**src/design/ffpa_pkg.sv**
```systemverilog
// ----------------------------------------------------------------------------
// ffpa_pkg
// Constants, state type and controller/datapath bundles of the page allocator
// ----------------------------------------------------------------------------
package ffpa_pkg;

    // map geometry
    localparam int PAGES      = 32;
    localparam int OWNER_BITS = 8;
    localparam int PAGE_W     = $clog2(PAGES);
    localparam int IDX_W      = $clog2(PAGES + 1);

    // field widths
    localparam int OWNER_W = 8;
    localparam int CNT_W   = 6;
    localparam int START_W = 5;
    localparam int END_W   = CNT_W + 1;

    // register reset value
    localparam logic [CNT_W-1:0] PAGES_IN_USE_RST = CNT_W'(PAGES);

    // operation codes
    localparam logic OP_ALLOC   = 1'b0;
    localparam logic OP_RELEASE = 1'b1;

    typedef enum logic [1:0] {
        ST_IDLE,
        ST_SCAN,
        ST_MARK,
        ST_DONE
    } t_state;

    typedef struct packed {
        logic load;
        logic step;
        logic mark;
        logic emit;
    } t_dp_cmd;

    typedef struct packed {
        logic scan_done;
        logic found;
        logic out_free;
    } t_dp_stat;

endpackage

```
**src/design/ffpa_req_if.sv**
```systemverilog
// ----------------------------------------------------------------------------
// ffpa_req_if
// Request channel: operation, owner and page count with valid/ready
// ----------------------------------------------------------------------------
interface ffpa_req_if import ffpa_pkg::*; ();
    logic               valid;
    logic               ready;
    logic               operation;
    logic [OWNER_W-1:0] owner_id;
    logic [CNT_W-1:0]   page_count;

    modport source (output valid, operation, owner_id, page_count, input ready);
    modport sink   (input valid, operation, owner_id, page_count, output ready);
endinterface

```
**src/design/ffpa_rsp_if.sv**
```systemverilog
// ----------------------------------------------------------------------------
// ffpa_rsp_if
// Response channel: success flag and start page with valid/ready
// ----------------------------------------------------------------------------
interface ffpa_rsp_if import ffpa_pkg::*; ();
    logic               valid;
    logic               ready;
    logic               success;
    logic [START_W-1:0] start_page;

    modport source (output valid, success, start_page, input ready);
    modport sink   (input valid, success, start_page, output ready);
endinterface

```
**src/design/ffpa_cfg_if.sv**
```systemverilog
// ----------------------------------------------------------------------------
// ffpa_cfg_if
// Configuration write channel for the pages_in_use register
// ----------------------------------------------------------------------------
interface ffpa_cfg_if import ffpa_pkg::*; ();
    logic             valid;
    logic             ready;
    logic [CNT_W-1:0] data;

    modport source (output valid, data, input ready);
    modport sink   (input valid, data, output ready);
endinterface

```
**src/design/ffpa_ctrl.sv**
```systemverilog
// ----------------------------------------------------------------------------
// ffpa_ctrl
// Sequencer: accepts a request, walks the map, marks a run, posts the result
// ----------------------------------------------------------------------------
module ffpa_ctrl import ffpa_pkg::*; (
    input  logic     i_clk,
    input  logic     i_rst_n,
    input  logic     i_req_valid,
    output logic     o_req_ready,
    input  t_dp_stat i_stat,
    output t_dp_cmd  o_cmd
);

    t_state r_state;
    t_state n_state;

    // state register
    always_ff @(posedge i_clk) begin
        if (!i_rst_n) begin
            r_state <= ST_IDLE;
        end else begin
            r_state <= n_state;
        end
    end

    // next state and commands
    always_comb begin
        n_state     = r_state;
        o_cmd       = '0;
        o_req_ready = 1'b0;
        case (r_state)
            ST_IDLE: begin
                o_req_ready = 1'b1;
                if (i_req_valid) begin
                    o_cmd.load = 1'b1;
                    n_state    = ST_SCAN;
                end
            end
            ST_SCAN: begin
                if (i_stat.scan_done) begin
                    n_state = i_stat.found ? ST_MARK : ST_DONE;
                end else begin
                    o_cmd.step = 1'b1;
                end
            end
            ST_MARK: begin
                o_cmd.mark = 1'b1;
                n_state    = ST_DONE;
            end
            ST_DONE: begin
                if (i_stat.out_free) begin
                    o_cmd.emit = 1'b1;
                    n_state    = ST_IDLE;
                end
            end
            default: begin
                n_state = ST_IDLE;
            end
        endcase
    end

endmodule

```
**src/design/ffpa_datapath.sv**
```systemverilog
// ----------------------------------------------------------------------------
// ffpa_datapath
// Ownership map, scan counters, run tracking, config and output registers
// ----------------------------------------------------------------------------
module ffpa_datapath import ffpa_pkg::*; (
    input  logic               i_clk,
    input  logic               i_rst_n,
    input  t_dp_cmd            i_cmd,
    output t_dp_stat           o_stat,
    input  logic               i_op,
    input  logic [OWNER_W-1:0] i_owner,
    input  logic [CNT_W-1:0]   i_count,
    input  logic               i_cfg_valid,
    input  logic [CNT_W-1:0]   i_cfg_data,
    output logic               o_cfg_ready,
    input  logic               i_rsp_ready,
    output logic               o_rsp_valid,
    output logic               o_success,
    output logic [START_W-1:0] o_start_page
);

    logic [CNT_W-1:0]      r_pages_in_use;
    logic [OWNER_BITS-1:0] r_map [PAGES];
    logic                  r_op;
    logic [OWNER_BITS-1:0] r_owner;
    logic [CNT_W-1:0]      r_count;
    logic [IDX_W-1:0]      r_idx;
    logic [CNT_W-1:0]      r_run;
    logic [PAGE_W-1:0]     r_begin;
    logic                  r_found;
    logic                  r_rsp_valid;
    logic                  r_success;
    logic [START_W-1:0]    r_start;

    logic [IDX_W-1:0]      w_limit;
    logic [OWNER_BITS-1:0] w_entry;
    logic                  w_free;
    logic [CNT_W-1:0]      w_run_inc;
    logic [END_W-1:0]      w_end;

    // config register, always writable
    assign o_cfg_ready = 1'b1;

    always_ff @(posedge i_clk) begin
        if (!i_rst_n) begin
            r_pages_in_use <= PAGES_IN_USE_RST;
        end else if (i_cfg_valid) begin
            r_pages_in_use <= i_cfg_data;
        end
    end

    // managed page count, saturated at the map size
    assign w_limit = (r_pages_in_use > CNT_W'(PAGES)) ? IDX_W'(PAGES)
                                                       : IDX_W'(r_pages_in_use);

    // current page under the scan pointer
    assign w_entry   = r_map[r_idx[PAGE_W-1:0]];
    assign w_free    = (w_entry == '0);
    assign w_run_inc = r_run + CNT_W'(1);
    assign w_end     = END_W'(r_begin) + END_W'(r_count);

    // scan ends on a hit, at the limit, or at once for a null owner or a zero-count allocate
    assign o_stat.scan_done = r_found || (r_idx >= w_limit) || (r_owner == '0)
                              || ((r_op == OP_ALLOC) && (r_count == '0));
    assign o_stat.found     = r_found;
    assign o_stat.out_free  = !r_rsp_valid || i_rsp_ready;

    // request capture
    always_ff @(posedge i_clk) begin
        if (i_cmd.load) begin
            r_op    <= i_op;
            r_owner <= i_owner[OWNER_BITS-1:0];
            r_count <= i_count;
        end
    end

    // scan pointer and free-run tracking
    always_ff @(posedge i_clk) begin
        if (!i_rst_n) begin
            r_idx   <= '0;
            r_run   <= '0;
            r_begin <= '0;
            r_found <= 1'b0;
        end else if (i_cmd.load) begin
            r_idx   <= '0;
            r_run   <= '0;
            r_begin <= '0;
            r_found <= 1'b0;
        end else if (i_cmd.step) begin
            r_idx <= r_idx + IDX_W'(1);
            if (r_op == OP_ALLOC) begin
                if (w_free) begin
                    if (r_run == '0) begin
                        r_begin <= r_idx[PAGE_W-1:0];
                    end
                    r_run <= w_run_inc;
                    if (w_run_inc == r_count) begin
                        r_found <= 1'b1;
                    end
                end else begin
                    r_run <= '0;
                end
            end
        end
    end

    // ownership map: release clears one page per step, mark fills the run at once
    always_ff @(posedge i_clk) begin
        if (!i_rst_n) begin
            for (int j = 0; j < PAGES; j++) begin
                r_map[j] <= '0;
            end
        end else if (i_cmd.step && (r_op == OP_RELEASE)) begin
            if (w_entry == r_owner) begin
                r_map[r_idx[PAGE_W-1:0]] <= '0;
            end
        end else if (i_cmd.mark) begin
            for (int j = 0; j < PAGES; j++) begin
                if ((END_W'(j) >= END_W'(r_begin)) && (END_W'(j) < w_end)) begin
                    r_map[j] <= r_owner;
                end
            end
        end
    end

    // result register
    always_ff @(posedge i_clk) begin
        if (!i_rst_n) begin
            r_rsp_valid <= 1'b0;
        end else if (i_cmd.emit) begin
            r_rsp_valid <= 1'b1;
        end else if (i_rsp_ready) begin
            r_rsp_valid <= 1'b0;
        end
    end

    always_ff @(posedge i_clk) begin
        if (i_cmd.emit) begin
            r_success <= (r_op == OP_RELEASE) || r_found;
            r_start   <= ((r_op == OP_ALLOC) && r_found) ? START_W'(r_begin) : '0;
        end
    end

    assign o_rsp_valid  = r_rsp_valid;
    assign o_success    = r_success;
    assign o_start_page = r_start;

endmodule

```
**src/design/first_fit_page_allocator.sv**
```systemverilog
// Sequence: accept, scan, mark (allocate hit only), result beat; the scan walks up to N
// pages, N being pages_in_use capped at 32, and an allocate stops on the first fitting run.
// Throughput: one request at a time, set by the single-page-per-cycle map scan;
// the next request is taken while the previous result beat still waits.
// Reset: synchronous active low; clears the map to free at once, pages_in_use to 32.
// ----------------------------------------------------------------------------
// first_fit_page_allocator
// First-fit contiguous page allocator with per-owner release
// ----------------------------------------------------------------------------
module first_fit_page_allocator import ffpa_pkg::*; (
    input  logic        i_clk,
    input  logic        i_rst_n,
    ffpa_req_if.sink    i_req,
    ffpa_rsp_if.source  o_rsp,
    ffpa_cfg_if.sink    i_cfg
);

    t_dp_cmd  w_cmd;
    t_dp_stat w_stat;

    // sequencer
    ffpa_ctrl u_ctrl (
        .i_clk       (i_clk),
        .i_rst_n     (i_rst_n),
        .i_req_valid (i_req.valid),
        .o_req_ready (i_req.ready),
        .i_stat      (w_stat),
        .o_cmd       (w_cmd)
    );

    // map and result datapath
    ffpa_datapath u_datapath (
        .i_clk        (i_clk),
        .i_rst_n      (i_rst_n),
        .i_cmd        (w_cmd),
        .o_stat       (w_stat),
        .i_op         (i_req.operation),
        .i_owner      (i_req.owner_id),
        .i_count      (i_req.page_count),
        .i_cfg_valid  (i_cfg.valid),
        .i_cfg_data   (i_cfg.data),
        .o_cfg_ready  (i_cfg.ready),
        .i_rsp_ready  (o_rsp.ready),
        .o_rsp_valid  (o_rsp.valid),
        .o_success    (o_rsp.success),
        .o_start_page (o_rsp.start_page)
    );

endmodule

```
**src/flat_wrapper.sv**
```systemverilog
// flat-port wrapper written by rule: the top's interface ports become plain ports
module first_fit_page_allocator_flat import ffpa_pkg::*;
  (i_clk, i_rst_n, i_req_valid, i_req_operation, i_req_owner_id, i_req_page_count, i_req_ready, o_rsp_valid, o_rsp_success, o_rsp_start_page, o_rsp_ready, i_cfg_valid, i_cfg_data, i_cfg_ready);
  ffpa_req_if i_req_i ();
  ffpa_rsp_if o_rsp_i ();
  ffpa_cfg_if i_cfg_i ();
  input  logic i_clk;
  input  logic i_rst_n;
  input wire logic [$bits(i_req_i.valid)-1:0] i_req_valid;
  input wire logic [$bits(i_req_i.operation)-1:0] i_req_operation;
  input wire logic [$bits(i_req_i.owner_id)-1:0] i_req_owner_id;
  input wire logic [$bits(i_req_i.page_count)-1:0] i_req_page_count;
  output wire logic [$bits(i_req_i.ready)-1:0] i_req_ready;
  output wire logic [$bits(o_rsp_i.valid)-1:0] o_rsp_valid;
  output wire logic [$bits(o_rsp_i.success)-1:0] o_rsp_success;
  output wire logic [$bits(o_rsp_i.start_page)-1:0] o_rsp_start_page;
  input wire logic [$bits(o_rsp_i.ready)-1:0] o_rsp_ready;
  input wire logic [$bits(i_cfg_i.valid)-1:0] i_cfg_valid;
  input wire logic [$bits(i_cfg_i.data)-1:0] i_cfg_data;
  output wire logic [$bits(i_cfg_i.ready)-1:0] i_cfg_ready;
  assign i_req_i.valid = i_req_valid;
  assign i_req_i.operation = i_req_operation;
  assign i_req_i.owner_id = i_req_owner_id;
  assign i_req_i.page_count = i_req_page_count;
  assign i_req_ready = i_req_i.ready;
  assign o_rsp_valid = o_rsp_i.valid;
  assign o_rsp_success = o_rsp_i.success;
  assign o_rsp_start_page = o_rsp_i.start_page;
  assign o_rsp_i.ready = o_rsp_ready;
  assign i_cfg_i.valid = i_cfg_valid;
  assign i_cfg_i.data = i_cfg_data;
  assign i_cfg_ready = i_cfg_i.ready;
  first_fit_page_allocator u_core (.i_clk(i_clk), .i_rst_n(i_rst_n), .i_req(i_req_i), .o_rsp(o_rsp_i), .i_cfg(i_cfg_i));
endmodule
```
**config.mk**
```make
export PLATFORM = sky130hd
export DESIGN_NAME = first_fit_page_allocator_flat
export DESIGN_NICKNAME = d
export VERILOG_FILES = /design/src/design/ffpa_pkg.sv /design/src/design/ffpa_req_if.sv /design/src/design/ffpa_rsp_if.sv /design/src/design/ffpa_cfg_if.sv /design/src/design/ffpa_ctrl.sv /design/src/design/ffpa_datapath.sv /design/src/design/first_fit_page_allocator.sv /design/src/flat_wrapper.sv
export SDC_FILE = /design/constraint.sdc
export NUM_CORES = 1
export LEC_CHECK = 0
export ABC_AREA = 1
export BUFFER_PORTS_ARGS = -buffer_cell sky130_fd_sc_hd__buf_2
export CORE_MARGIN = 2
export CORE_UTILIZATION = 29
export CTS_CLUSTER_SIZE = 12
export DETAILED_ROUTE_END_ITERATION = 8
export PLACE_DENSITY = 0.54
export REMOVE_ABC_BUFFERS = 1
export SETUP_SLACK_MARGIN = 0.15
export SYNTH_ARGS = -nofsm -noshare
export SYNTH_HDL_FRONTEND = slang
export SYNTH_SLANG_ARGS = --single-unit
```
**constraint.sdc**
```tcl
create_clock -name i_clk -period 3.8 [get_ports i_clk]
set_input_delay 0.57 -clock i_clk [delete_from_list [all_inputs] [get_ports i_clk]]
set_output_delay 0.57 -clock i_clk [all_outputs]
set_load 0.01 [all_outputs]
```
==> flow_summary_export.csv, run 1 <==
group,metric,value,unit
layout,fill_cells,6572,
timing,max-slew-margin-rel,31.5,%
run_status,outcome,"completed",
hold_path,hold_path_class,"primary input to flop",
drt,wl_met3,3.32,mm
timing,setup_tns,0,ns
drt,drc,0,
synthesis,ys_seq_area_share,36.6,%
synthesis,synth_flop_cell,"dfxtp_1",
worst_setup_path,crit_fanout,19,
global_routing,grt-ovfl-total,0,
timing,min_period,3.39,ns
layout,num_antenna_cells,0,
global_routing,first_global_vias,15300,
worst_setup_path,cp.required,4.25,ns
cts,clock_latency,0.56,ns
worst_setup_path,crit_start,"u_core.u_datapath.r_idx[0]",
drt,drt-pass1-iter-count,6,
timing,final_max_slew_viol_count,0,
power,powerDensity,653,nW/um^2
place,dp_hpwl,41.4,mm
drt,dr.first_iter.drc_count,1571,
layout,syn_to_final_growth,13.6,%
synthesis,synth-compound-area-share,5.99,%
floorplanning,die_x,249,microns
timing,min_period_over_period,89.1,%
timing,rsz0062_at_grt,"yes",
cts,h-tree-depth,2,
cts,cts_tree,"yes",
worst_setup_path,critPathLaunchType,"flop",
drt,post_drt_wl_per_cell,17.1,microns
place,dpl-instance-area,18600,sq um
timing,whs,0.192,ns
synthesis,synth_top_area_share,33.0,%
place,place_inst,3452,
synthesis,synthDistinctLibCells,40,
cts,ctsHoldBuffers,0,
global_routing,track_usage,19.0,%
floorplanning,ios,35,
worst_setup_path,regToRegSetupSlack,0.41,ns
synthesis,synth_fa_ha_area_share,1.62,%
floorplanning,num_rows,89,
cts,cts.sinks,309,
timing,fmax,0.295,GHz
worst_setup_path,rr_startpoint,"u_core.u_datapath.r_idx[0]",
synthesis,netlist_top_cells_area,"dfxtp_1, nand2_1, nand3_1, inv_1, o21ai_0",
synthesis,ys_seq_elements,309,
timing,hold_viol,0,
worst_setup_path,worstPathArrival,3.84,ns
synthesis,synth_xor_area_share,0.551,%
timing,setup_viol,0,
cts,cts_root_buffer,"clkbuf_16",
global_routing,grt_pass1_wl,92.4,mm
place,place_congestion,0.970,
cts,cts_buffers,37,
drt,wl_met2,26.4,mm
worst_setup_path,reg2regPathDepth,19,
worst_setup_path,cp-end-kind,"flop",
layout,finalInstanceArea,19900,sq um
floorplanning,core,59200,sq um
synthesis,synth-simple-area-share,43.2,%
drt,drt-met1-wl,28.5,mm
synthesis,yosys.area.top_type,"dfxtp_1",
place,dp_slack,0.400,ns
synthesis,synth_top_family_by_area,"simple AND/OR/NAND/NOR gates",
power,leakage,10.4,nW
timing,setup_slack,0.413,ns
flow_run,drv_cap,0,
place,numPortBuffers,33,
global_routing,antenna_found_initial,0,
layout,drive_above_1_share,7.31,%
timing,worstMarginPinSlew,1.02,ns
synthesis,yosys_warnings,0,
synthesis,synth_most_common_cell,"nand2_1",
floorplanning,die_h,249,microns
synthesis,synth_commonest_cells,"nand2_1, nand3_1, inv_1, dfxtp_1, o21ai_0",
drt,vias_per_cell,4.82,
global_routing,grt_max_degree,72,
layout,nNetsFinal,2767,
synthesis,synth.avg_cell_area,6.40,sq um
drt,routed_wl,60.1,mm
drt,antenna_left,0,
worst_setup_path,r2r_end,"u_core.u_datapath.r_map[31][2]",
synthesis,synth_edf_count,21,
floorplanning,initial_utilization,29.5,%
power,max-vdd-ir-drop,0.000447,V
floorplanning,die-area,62200,sq um
drt,highest_layer,"met4",
synthesis,synth_cells,2728,
synthesis,async_flop_share,0,%
drt,vias,17000,
layout,fin_cells,3521,
worst_setup_path,setup.worst_path.end,"u_core.u_datapath.r_map[31][2]",
synthesis,synth.cell_area,17500,sq um
synthesis,synth_mux_area_share,0,%
cts,clk_pin_slew,0.06,ns
cts,clockBufferDepth,3,
worst_setup_path,critPathKind,"flop to flop",
timing,fin_skew,0.0250,ns
## per-stage QoR
step / power, mW / util [%]
finish: 13.0 / 33.5
global route: 13.8 / 33.5
CTS: 13.0 / 33.5
detailed placement: 9.29 / 31.4
global placement: 9.30 / 31.4
floorplan: 7.37 / -
## power breakdown
group | total, mW | switching (mW) | internal (mW)
registers | 4.38 | 0.424 | 3.96
logic | 4.94 | 3.55 | 1.40
clock network | 3.63 | 1.46 | 2.17
total | 13.0 | 5.44 | 7.52
## area by class of cell
type | count | area [sq um] | area share [%]
clock inverter | 7 | 63.8 | 0.321
clock buffer | 61 | 1170 | 5.89
sequential | 309 | 6400 | 32.2
timing repair buffer | 97 | 827 | 4.17
inverter | 380 | 1430 | 7.20
multi-input combinational | 1894 | 9000 | 45.3
tap | 773 | 967 | 4.87
## how the worst min path moves through the flow
stage / start / endpoint / slack (ns) / cells after the start
after floorplan: u_core.u_datapath.r_run[5] / u_core.u_datapath.r_run[5] / 0.45 / 2
after global placement: u_core.u_datapath.r_run[5] / u_core.u_datapath.r_run[5] / 0.46 / 2
after detailed placement: u_core.u_datapath.r_run[5] / u_core.u_datapath.r_run[5] / 0.46 / 2
after CTS: i_req_owner_id[1] / u_core.u_datapath.r_owner[1] / 0.17 / 1
after global routing: i_req_owner_id[5] / u_core.u_datapath.r_owner[5] / 0.18 / 1
final: i_req_owner_id[1] / u_core.u_datapath.r_owner[1] / 0.19 / 1
## state kept, by name, summed over array words and instances, names as in the netlist, named ones only
register / flops
u_core.u_datapath.r_idx: 6
u_core.u_datapath.r_op: 1
u_core.u_datapath.r_count: 6
u_core.u_datapath.r_pages_in_use: 6
u_core.u_datapath.r_begin: 5
u_core.u_datapath.r_run: 6
u_core.u_datapath.o_success: 1
u_core.u_ctrl.r_state: 2
u_core.u_datapath.r_found: 1
u_core.u_datapath.r_owner: 8
u_core.u_datapath.r_map: 256
u_core.u_datapath.o_rsp_valid: 1
u_core.u_datapath.o_start_page: 5
## metal layers
metal  vias to the layer above  GRT usage [%]
li1                       8600              -
met1                      7755           27.0
met2                       530           29.4
met3                        99           2.57
met4                         0           6.21
met5                         -              0
## cells in the final DEF, fill, tap and decap left out, drive strengths merged
cell type / instances
nand2: 955
nand3: 533
inv: 378
dfxtp: 288
o21ai: 166
nor2: 106
buf: 97
clkbuf: 61
nand4: 45
a21oi: 24
ha: 21
edfxtp: 21
nor3: 11
xor2: 9
clkinv: 7
nand3b: 3
or2: 3
a211oi: 2
nor3b: 2
xnor2: 2
o31ai: 2
o21a: 2
a31oi: 2
a21boi: 1
o221ai: 1
o211a: 1
o211ai: 1
fa: 1
conb: 1
bufinv: 1
clkinvlp: 1
## worst max-delay path, stage by stage, from the launching register on
cell,delay [ns]
dfxtp_1,0.43
inv_1,0.13
ha_1,0.29
inv_1,0.03
nand2_1,0.04
nand2_1,0.04
nand2_1,0.05
nand2_1,0.05
nand2_1,0.05
nand2_1,0.04
nand2_1,0.05
nand2_1,0.06
nand2_1,0.23
inv_1,0.17
nand2_4,0.26
nand2_1,0.21
o21ai_1,0.83
o21ai_0,0.17
nand2_1,0.11
inv_1,0.04
## cells by family (layout without fill, tap and decap cells)
logic type,count (synthesis),count (layout)
DFF,309,309
and+or+nand+nor,1658,1658
other,1,1
adders and majority gates,22,22
buffers and inverters,525,545
AOI/OAI and AO/OA,202,202
xor gates and xnor gates,11,11
## repair_timing
item / CTS / global route
endpoints found under the setup margin: 0 / 49
endpoints found under the hold margin: 0 / 0
setup buffers: 0 / 1
gates resized for setup: 0 / 3
(Power assumes the default switching activity.)
==> run 2: changes to the inputs <==
Settings changed: SYNTH_HIERARCHICAL from default to 1.
==> run 2 against run 1 <==
Total power is 10% lower. Sequential power is 4.6% lower. Core utilization is 0.62 points lower. First-iteration DRC count is 5.4% higher. Die area is 3.8% lower. Routed wire length is 0.48% lower. Combinational power is 20% lower. Cell count is 7.0% lower. Synthesized cell count is 7.5% lower. Register-to-register slack worse by 0.04 ns. Clock power is 3% lower.
==> flow_summary_export.csv, run 2 <==
group,metric,value,unit
layout,num_antenna_cells,0,
synthesis,synth_flop_cell,"dfxtp_1",
cts,cts.sinks,309,
synthesis,synth.avg_cell_area,6.66,sq um
global_routing,track_usage,19.3,%
hold_path,min_to,"u_core/u_datapath/r_op",
cts,cts_tree,"yes",
synthesis,ys_seq_elements,309,
synthesis,synth_edf_count,21,
timing,hold_viol,0,
floorplanning,ios,35,
worst_setup_path,crit_slowest_cell,"dfxtp_1",
synthesis,synth_cells,2523,
drt,drt-pass1-iter-count,5,
layout,fill_cells,6241,
worst_setup_path,cp.required,4.20,ns
cts,cts_buffers,37,
cts,cts_root_buffer,"clkbuf_16",
place,dp_hpwl,37.6,mm
layout,drive_above_1_share,7.13,%
global_routing,met3_usage,3.07,%
cts,h-tree-depth,2,
global_routing,first_global_vias,15900,
synthesis,synth-compound-area-share,16.9,%
timing,max-slew-margin-rel,31.1,%
place,place_inst,3203,
global_routing,grt_max_degree,176,
worst_setup_path,path_buf_inv,5,
cts,clk_pin_slew,0.06,ns
layout,final_cell_mix,"nand3_1, nand2_1, inv_1",
synthesis,synth_xor_area_share,0.626,%
power,power,11.7,mW
synthesis,synth.cell_area,16800,sq um
worst_setup_path,worstPathArrival,3.83,ns
timing,min_period_over_period,90.3,%
worst_setup_path,r2r_end,"u_core/u_datapath/r_map[6][7]",
layout,largest_reg_flops,256,
layout,nNetsFinal,2531,
synthesis,ys_seq_area_share,38.1,%
floorplanning,die_h,245,microns
worst_setup_path,path_cells,"inv_1 -> ha_1 -> inv_1 -> a21boi_0 -> o21a_1 -> o21a_1 -> o21a_1 -> o21ai_0 -> nand4_1 -> inv_1 -> nand2_2 -> inv_1 -> nand2_1 -> nor2_1 -> o21ai_0 -> nand3b_1 -> nor2_4 -> buf_12 -> a21oi_1",
timing,fmax,0.292,GHz
cts,clockBufferDepth,3,
synthesis,synth_commonest_cells,"nand3_1, nand2_1, inv_1, dfxtp_1, a21oi_1",
worst_setup_path,slowest_delay,0.39,ns
worst_setup_path,critPathLaunchType,"flop",
worst_setup_path,cp.depth,19,
floorplanning,num_rows,88,
place,numPortBuffers,33,
timing,setup_viol,0,
synthesis,synth_mux_area_share,0.536,%
drt,post_drt_wl_per_cell,18.3,microns
synthesis,synth-simple-area-share,29.0,%
layout,utilization,32.9,%
layout,fin_cells,3275,
synthesis,netlist_top_cells_area,"dfxtp_1, nand3_1, nand2_1, a21oi_1, o21ai_0",
timing,worstMarginPinSlew,1.03,ns
hold_path,hold_path_class,"primary input to flop",
global_routing,grt_busiest_layer,"met2",
layout,largestRegisters,"u_core/u_datapath/r_map (256), u_core/u_datapath/r_owner (8)",
worst_setup_path,cp-end-kind,"flop",
timing,final_max_slew_viol_count,0,
hold_path,hold_depth,1,
synthesis,synthDistinctLibCells,39,
synthesis,synth_top_area_share,34.3,%
run_status,outcome,"completed",
worst_setup_path,worst_path_dominant_cell_family,"compound AO/OA/AOI/OAI gates",
worst_setup_path,reg2regPathDepth,19,
floorplanning,die-area,59900,sq um
drt,drc,0,
worst_setup_path,cpMostUsedCell,"inv_1",
drt,vias,17000,
synthesis,yosys_warnings,6,
global_routing,grt-ovfl-total,0,
timing,min_period,3.43,ns
global_routing,grt_use_met1,26.3,%
hold_path,hold_start,"i_req_operation",
synthesis,synth_top_family_by_area,"simple AND/OR/NAND/NOR gates",
power,powerDensity,616,nW/um^2
synthesis,synth_most_common_cell,"nand3_1",
floorplanning,initial_utilization,29.2,%
drt,antenna_left,0,
drt,dr.first_iter.drc_count,1656,
worst_setup_path,rr_startpoint,"u_core/u_datapath/r_idx[0]",
drt,vias_per_cell,5.18,
layout,final_common_cell,"nand3_1",
power,max-vdd-ir-drop,0.000313,V
global_routing,grt_pass1_wl,91.2,mm
flow_run,drv_cap,0,
global_routing,antenna_found_initial,1,
synthesis,synth_fa_ha_area_share,1.68,%
place,place_congestion,0.917,
timing,fin_skew,0.0272,ns
global_routing,grt.met2_usage,30.3,%
power,leakage,7.16,nW
worst_setup_path,regToRegSetupSlack,0.37,ns
synthesis,async_flop_share,0,%
drt,routed_wl,59.8,mm
worst_setup_path,crit_fanout,99,
layout,top_register,"u_core/u_datapath/r_map",
synthesis,yosys.area.top_type,"dfxtp_1",
layout,syn_to_final_growth,12.6,%
worst_setup_path,critPathKind,"flop to flop",
timing,rsz0062_at_grt,"yes",
cts,clock_latency,0.56,ns
floorplanning,die_x,245,microns
floorplanning,core,57500,sq um
## run 2: worst max-delay path by stage
stage / startpoint / end / slack, ns
4_1_cts: u_core/u_datapath/r_idx[0] / u_core/u_datapath/r_map[1][2] / 0.25
3_3_place_gp: u_core/u_datapath/r_idx[0] / u_core/u_datapath/r_map[1][1] / 0.24
3_5_place_dp: u_core/u_datapath/r_idx[0] / u_core/u_datapath/r_map[1][2] / 0.14
2_1_floorplan: flop / u_core/u_datapath/r_map[0][0] / -6.09
6_report: u_core/u_datapath/r_idx[0] / u_core/u_datapath/r_map[6][7] / 0.37
5_1_grt: u_core/u_datapath/r_idx[0] / u_core/u_datapath/r_map[7][7] / 0.14
## run 2: per-stage QoR
stage	TNS, ns	cell area [sq um]	worst slack (ns)	hold slack (ns)
2_1_floorplan	-1577.35	15900	-6.09	0.426
3_3_place_gp	0	17500	0.244	0.451
3_5_place_dp	0	17500	0.138	0.470
4_1_cts	0	18700	0.247	0.175
5_1_grt	0	18900	0.138	0.181
6_report	0	18900	0.370	0.206
## run 2: kinds of logic after synthesis
kind of cell / after synthesis
and+or+nand+nor: 1102
AOI/OAI and AO/OA: 562
buffers and inverters: 507
DFF: 309
adders and majority gates: 22
xor gates and xnor gates: 12
muxes: 8
other: 1
## run 2: per-layer routing
metal  routed length [microns]  up-vias
met5                         0        -
met4                      2250        0
met1                     26700     7964
met3                      4260      124
li1                          -     8221
met2                     26600      662
## run 2: cell type report
class | count | area, sq um | share of cell area, %
flip-flops and latches | 309 | 6400 | 33.9
clock inverters | 12 | 110 | 0.582
well taps | 765 | 957 | 5.06
clock buffers | 54 | 1060 | 5.62
inverters | 338 | 1270 | 6.72
multi-input cells | 1707 | 8280 | 43.8
repair buffers | 90 | 826 | 4.37
## run 2: power by group
| group | total (mW) | internal [mW] | switching, mW | leakage, nW |
|---|---|---|---|---|
| logic | 3.96 | 1.16 | 2.80 | 4.05 |
| clock network | 3.51 | 2.07 | 1.44 | 0.577 |
| registers | 4.18 | 3.83 | 0.352 | 2.53 |
| total | 11.7 | 7.06 | 4.59 | 7.16 |
## run 2: worst register-to-register path, delay by kind of cell, from the launching register on
family	cells	cell delay (ns)
adders and majority gates	1	0.32
buffers and inverters	5	0.67
AOI/OAI and AO/OA	7	1.06
DFF	1	0.39
and+or+nand+nor	6	0.83
## run 2: repair_timing
item,in CTS,in global routing
pin swaps,0,2
setup endpoints to repair,8,152
gates resized for setup,1,24
cloned,0,3
setup buffers,0,3
hold buffers,0,0
==> run 3: changes to the inputs <==
--- a/config.mk
+++ b/config.mk
@@ -12,5 +12,4 @@
 export CTS_CLUSTER_SIZE = 12
 export DETAILED_ROUTE_END_ITERATION = 8
-export PLACE_DENSITY = 0.54
 export REMOVE_ABC_BUFFERS = 1
 export SETUP_SLACK_MARGIN = 0.15
==> constraint.sdc (replaced) <==
create_clock -name i_clk -period 3.8 [get_ports i_clk]
set_input_delay 0.57 -clock i_clk [delete_from_list [all_inputs] [get_ports i_clk]]
set_output_delay 0.57 -clock i_clk [all_outputs]
set_load 0.02 [all_outputs]
==> run 3 against run 2 <==
Routed wire length decreased by 9.4%. Final area decreased by 0.82%. Worst hold slack got worse by 0.016 ns. Non-clock buffer count unchanged. Sequential share of layout area increased by 0.29 points. Core utilization decreased by 0.27 points. Critical endpoint is now u_core/u_datapath/r_map[20][0]. Largest cell class unchanged.
==> flow_summary_export.csv, run 3 (synthesis results as in run 2) <==
group,metric,value,unit
worst_setup_path,rr_startpoint,"u_core/u_datapath/r_pages_in_use[5]",
drt,drt-pass1-iter-count,7,
drt,vias_per_cell,5.01,
drt,wl_met3,3.36,mm
timing,worstMarginPinSlew,1.06,ns
worst_setup_path,crit_fanout,16,
drt,vias,16400,
drt,routed_wl,54.2,mm
power,powerDensity,610,nW/um^2
cts,clk_pin_slew,0.06,ns
worst_setup_path,cp-end-kind,"flop",
drt,wl_met2,24.0,mm
power,power,11.4,mW
global_routing,track_usage,17.7,%
timing,hold_viol,0,
cts,cts_buffers,36,
timing,setup_viol,0,
hold_path,hold_depth,1,
cts,h-tree-depth,2,
drt,post_drt_wl_per_cell,16.5,microns
global_routing,grt-ovfl-total,0,
global_routing,grt_pass1_wl,85.0,mm
layout,num_antenna_cells,0,
drt,drc,0,
flow_run,drv_cap,0,
floorplanning,num_rows,88,
timing,final_max_slew_viol_count,0,
timing,min_period_over_period,90.8,%
layout,fill_cells,6316,
layout,syn_to_final_growth,11.6,%
cts,cts_tree,"yes",
cts,clock_latency,0.55,ns
power,max-vdd-ir-drop,0.000388,V
hold_path,hold_path_class,"primary input to flop",
timing,whs,0.190,ns
hold_path,hold_start,"i_req_owner_id[5]",
layout,final_common_cell,"nand3_1",
global_routing,first_global_vias,14900,
cts,cts_root_buffer,"clkbuf_16",
floorplanning,die_x,245,microns
worst_setup_path,worstPathArrival,3.92,ns
worst_setup_path,critPathKind,"flop to flop",
layout,top_register,"u_core/u_datapath/r_map",
place,numPortBuffers,33,
drt,highest_layer,"met4",
worst_setup_path,crit_start,"u_core/u_datapath/r_pages_in_use[5]",
worst_setup_path,cp.required,4.27,ns
drt,drt-met1-wl,25.2,mm
timing,rsz0062_at_grt,"yes",
timing,fin_skew,0.0252,ns
cts,cts.sinks,309,
power,leakage,7.12,nW
timing,min_period,3.45,ns
place,dp_hpwl,34.7,mm
cts,ctsHoldBuffers,0,
global_routing,antenna_found_initial,0,
worst_setup_path,reg2regPathDepth,22,
cts,clockBufferDepth,3,
drt,antenna_left,0,
layout,largestRegisters,"u_core/u_datapath/r_map (256), u_core/u_datapath/r_owner (8)",
layout,largest_reg_flops,256,
global_routing,grt_max_degree,156,
layout,final_cell_mix,"nand3_1, nand2_1, inv_1",
timing,fmax,0.290,GHz
worst_setup_path,critPathLaunchType,"flop",
floorplanning,initial_utilization,29.2,%
layout,drive_above_1_share,6.90,%
floorplanning,ios,35,
run_status,outcome,"completed",
place,place_congestion,0.959,
floorplanning,die-area,59900,sq um
timing,max-slew-margin-rel,29.0,%
floorplanning,die_h,245,microns
floorplanning,core,57500,sq um
layout,nNetsFinal,2530,
drt,dr.first_iter.drc_count,1564,
-- run 3: changes by cell type in the layout (fill, tap and decap cells not counted), sizes merged --
cell    delta
buf        +3
clkinv     -4
inv        +1
clkbuf     -2
-- run 3: final timing paths --
kind                                     to  slack, ns
min reg2reg      u_core/u_datapath/r_idx[5]       0.48
max reg2reg  u_core/u_datapath/r_map[20][0]       0.35
max          u_core/u_datapath/r_map[20][0]       0.35
min            u_core/u_datapath/r_owner[5]       0.19
-- run 3: routing by layer --
metal / global-route usage (%) / vias to the layer above
met5: 0 / -
met3: 2.38 / 90
met1: 24.8 / 7550
met4: 6.19 / 0
li1: - / 8219
met2: 27.7 / 550
-- run 3: metrics by stage --
step / instance area, sq um / instances / setup WS, ns / TNS, ns / util, %
6_report: 18800 / 3273 / 0.350 / 0 / 32.6
3_5_place_dp: 17500 / 3208 / 0.232 / 0 / 30.5
2_1_floorplan: 15900 / 2354 / -6.09 / -1577.35 / -
3_3_place_gp: 17500 / 3208 / 0.368 / 0 / 30.5
5_1_grt: 18800 / 3273 / -0.0245 / -0.0366 / 32.6
4_1_cts: 18700 / 3272 / 0.196 / 0 / 32.6
-- run 3: final cells by class --
class / instances / area, sq um / share of cell area, %
clock inverter: 9 / 103 / 0.547
sequential: 309 / 6400 / 34.1
inverter: 338 / 1270 / 6.77
tap: 765 / 957 / 5.10
multi-input combinational: 1707 / 8230 / 43.9
clock buffer: 55 / 1070 / 5.73
timing repair buffer: 90 / 714 / 3.81
-- run 3: what timing repair did --
| item | in CTS | in global routing |
|---|---|---|
| resized for setup | 0 | 7 |
| setup endpoints to repair | 0 | 71 |
| setup buffers | 0 | 1 |
-- run 3: worst max-delay path, cell delays in order (launching register included) --
cell and delay (ns):
dfxtp_1 0.31, inv_1 0.15, nand2_1 0.08, ha_1 0.26, a21boi_0 0.13, o21a_1 0.17
o21a_1 0.16, o21a_1 0.15, o21ai_0 0.14, nand4_1 0.10, inv_1 0.08, nand2_2 0.06
inv_1 0.07, nand2_1 0.10, nand2_1 0.17, inv_1 0.15, nand2_1 0.13, inv_1 0.10
nand3_1 0.43, nand3_1 0.13, o21ai_0 0.10, inv_1 0.06, a21oi_1 0.12
-- run 3: where the power goes --
part,switching (mW),internal [mW]
registers,0.344,3.83
clock network,1.41,2.08
logic,2.65,1.12
total,4.41,7.04
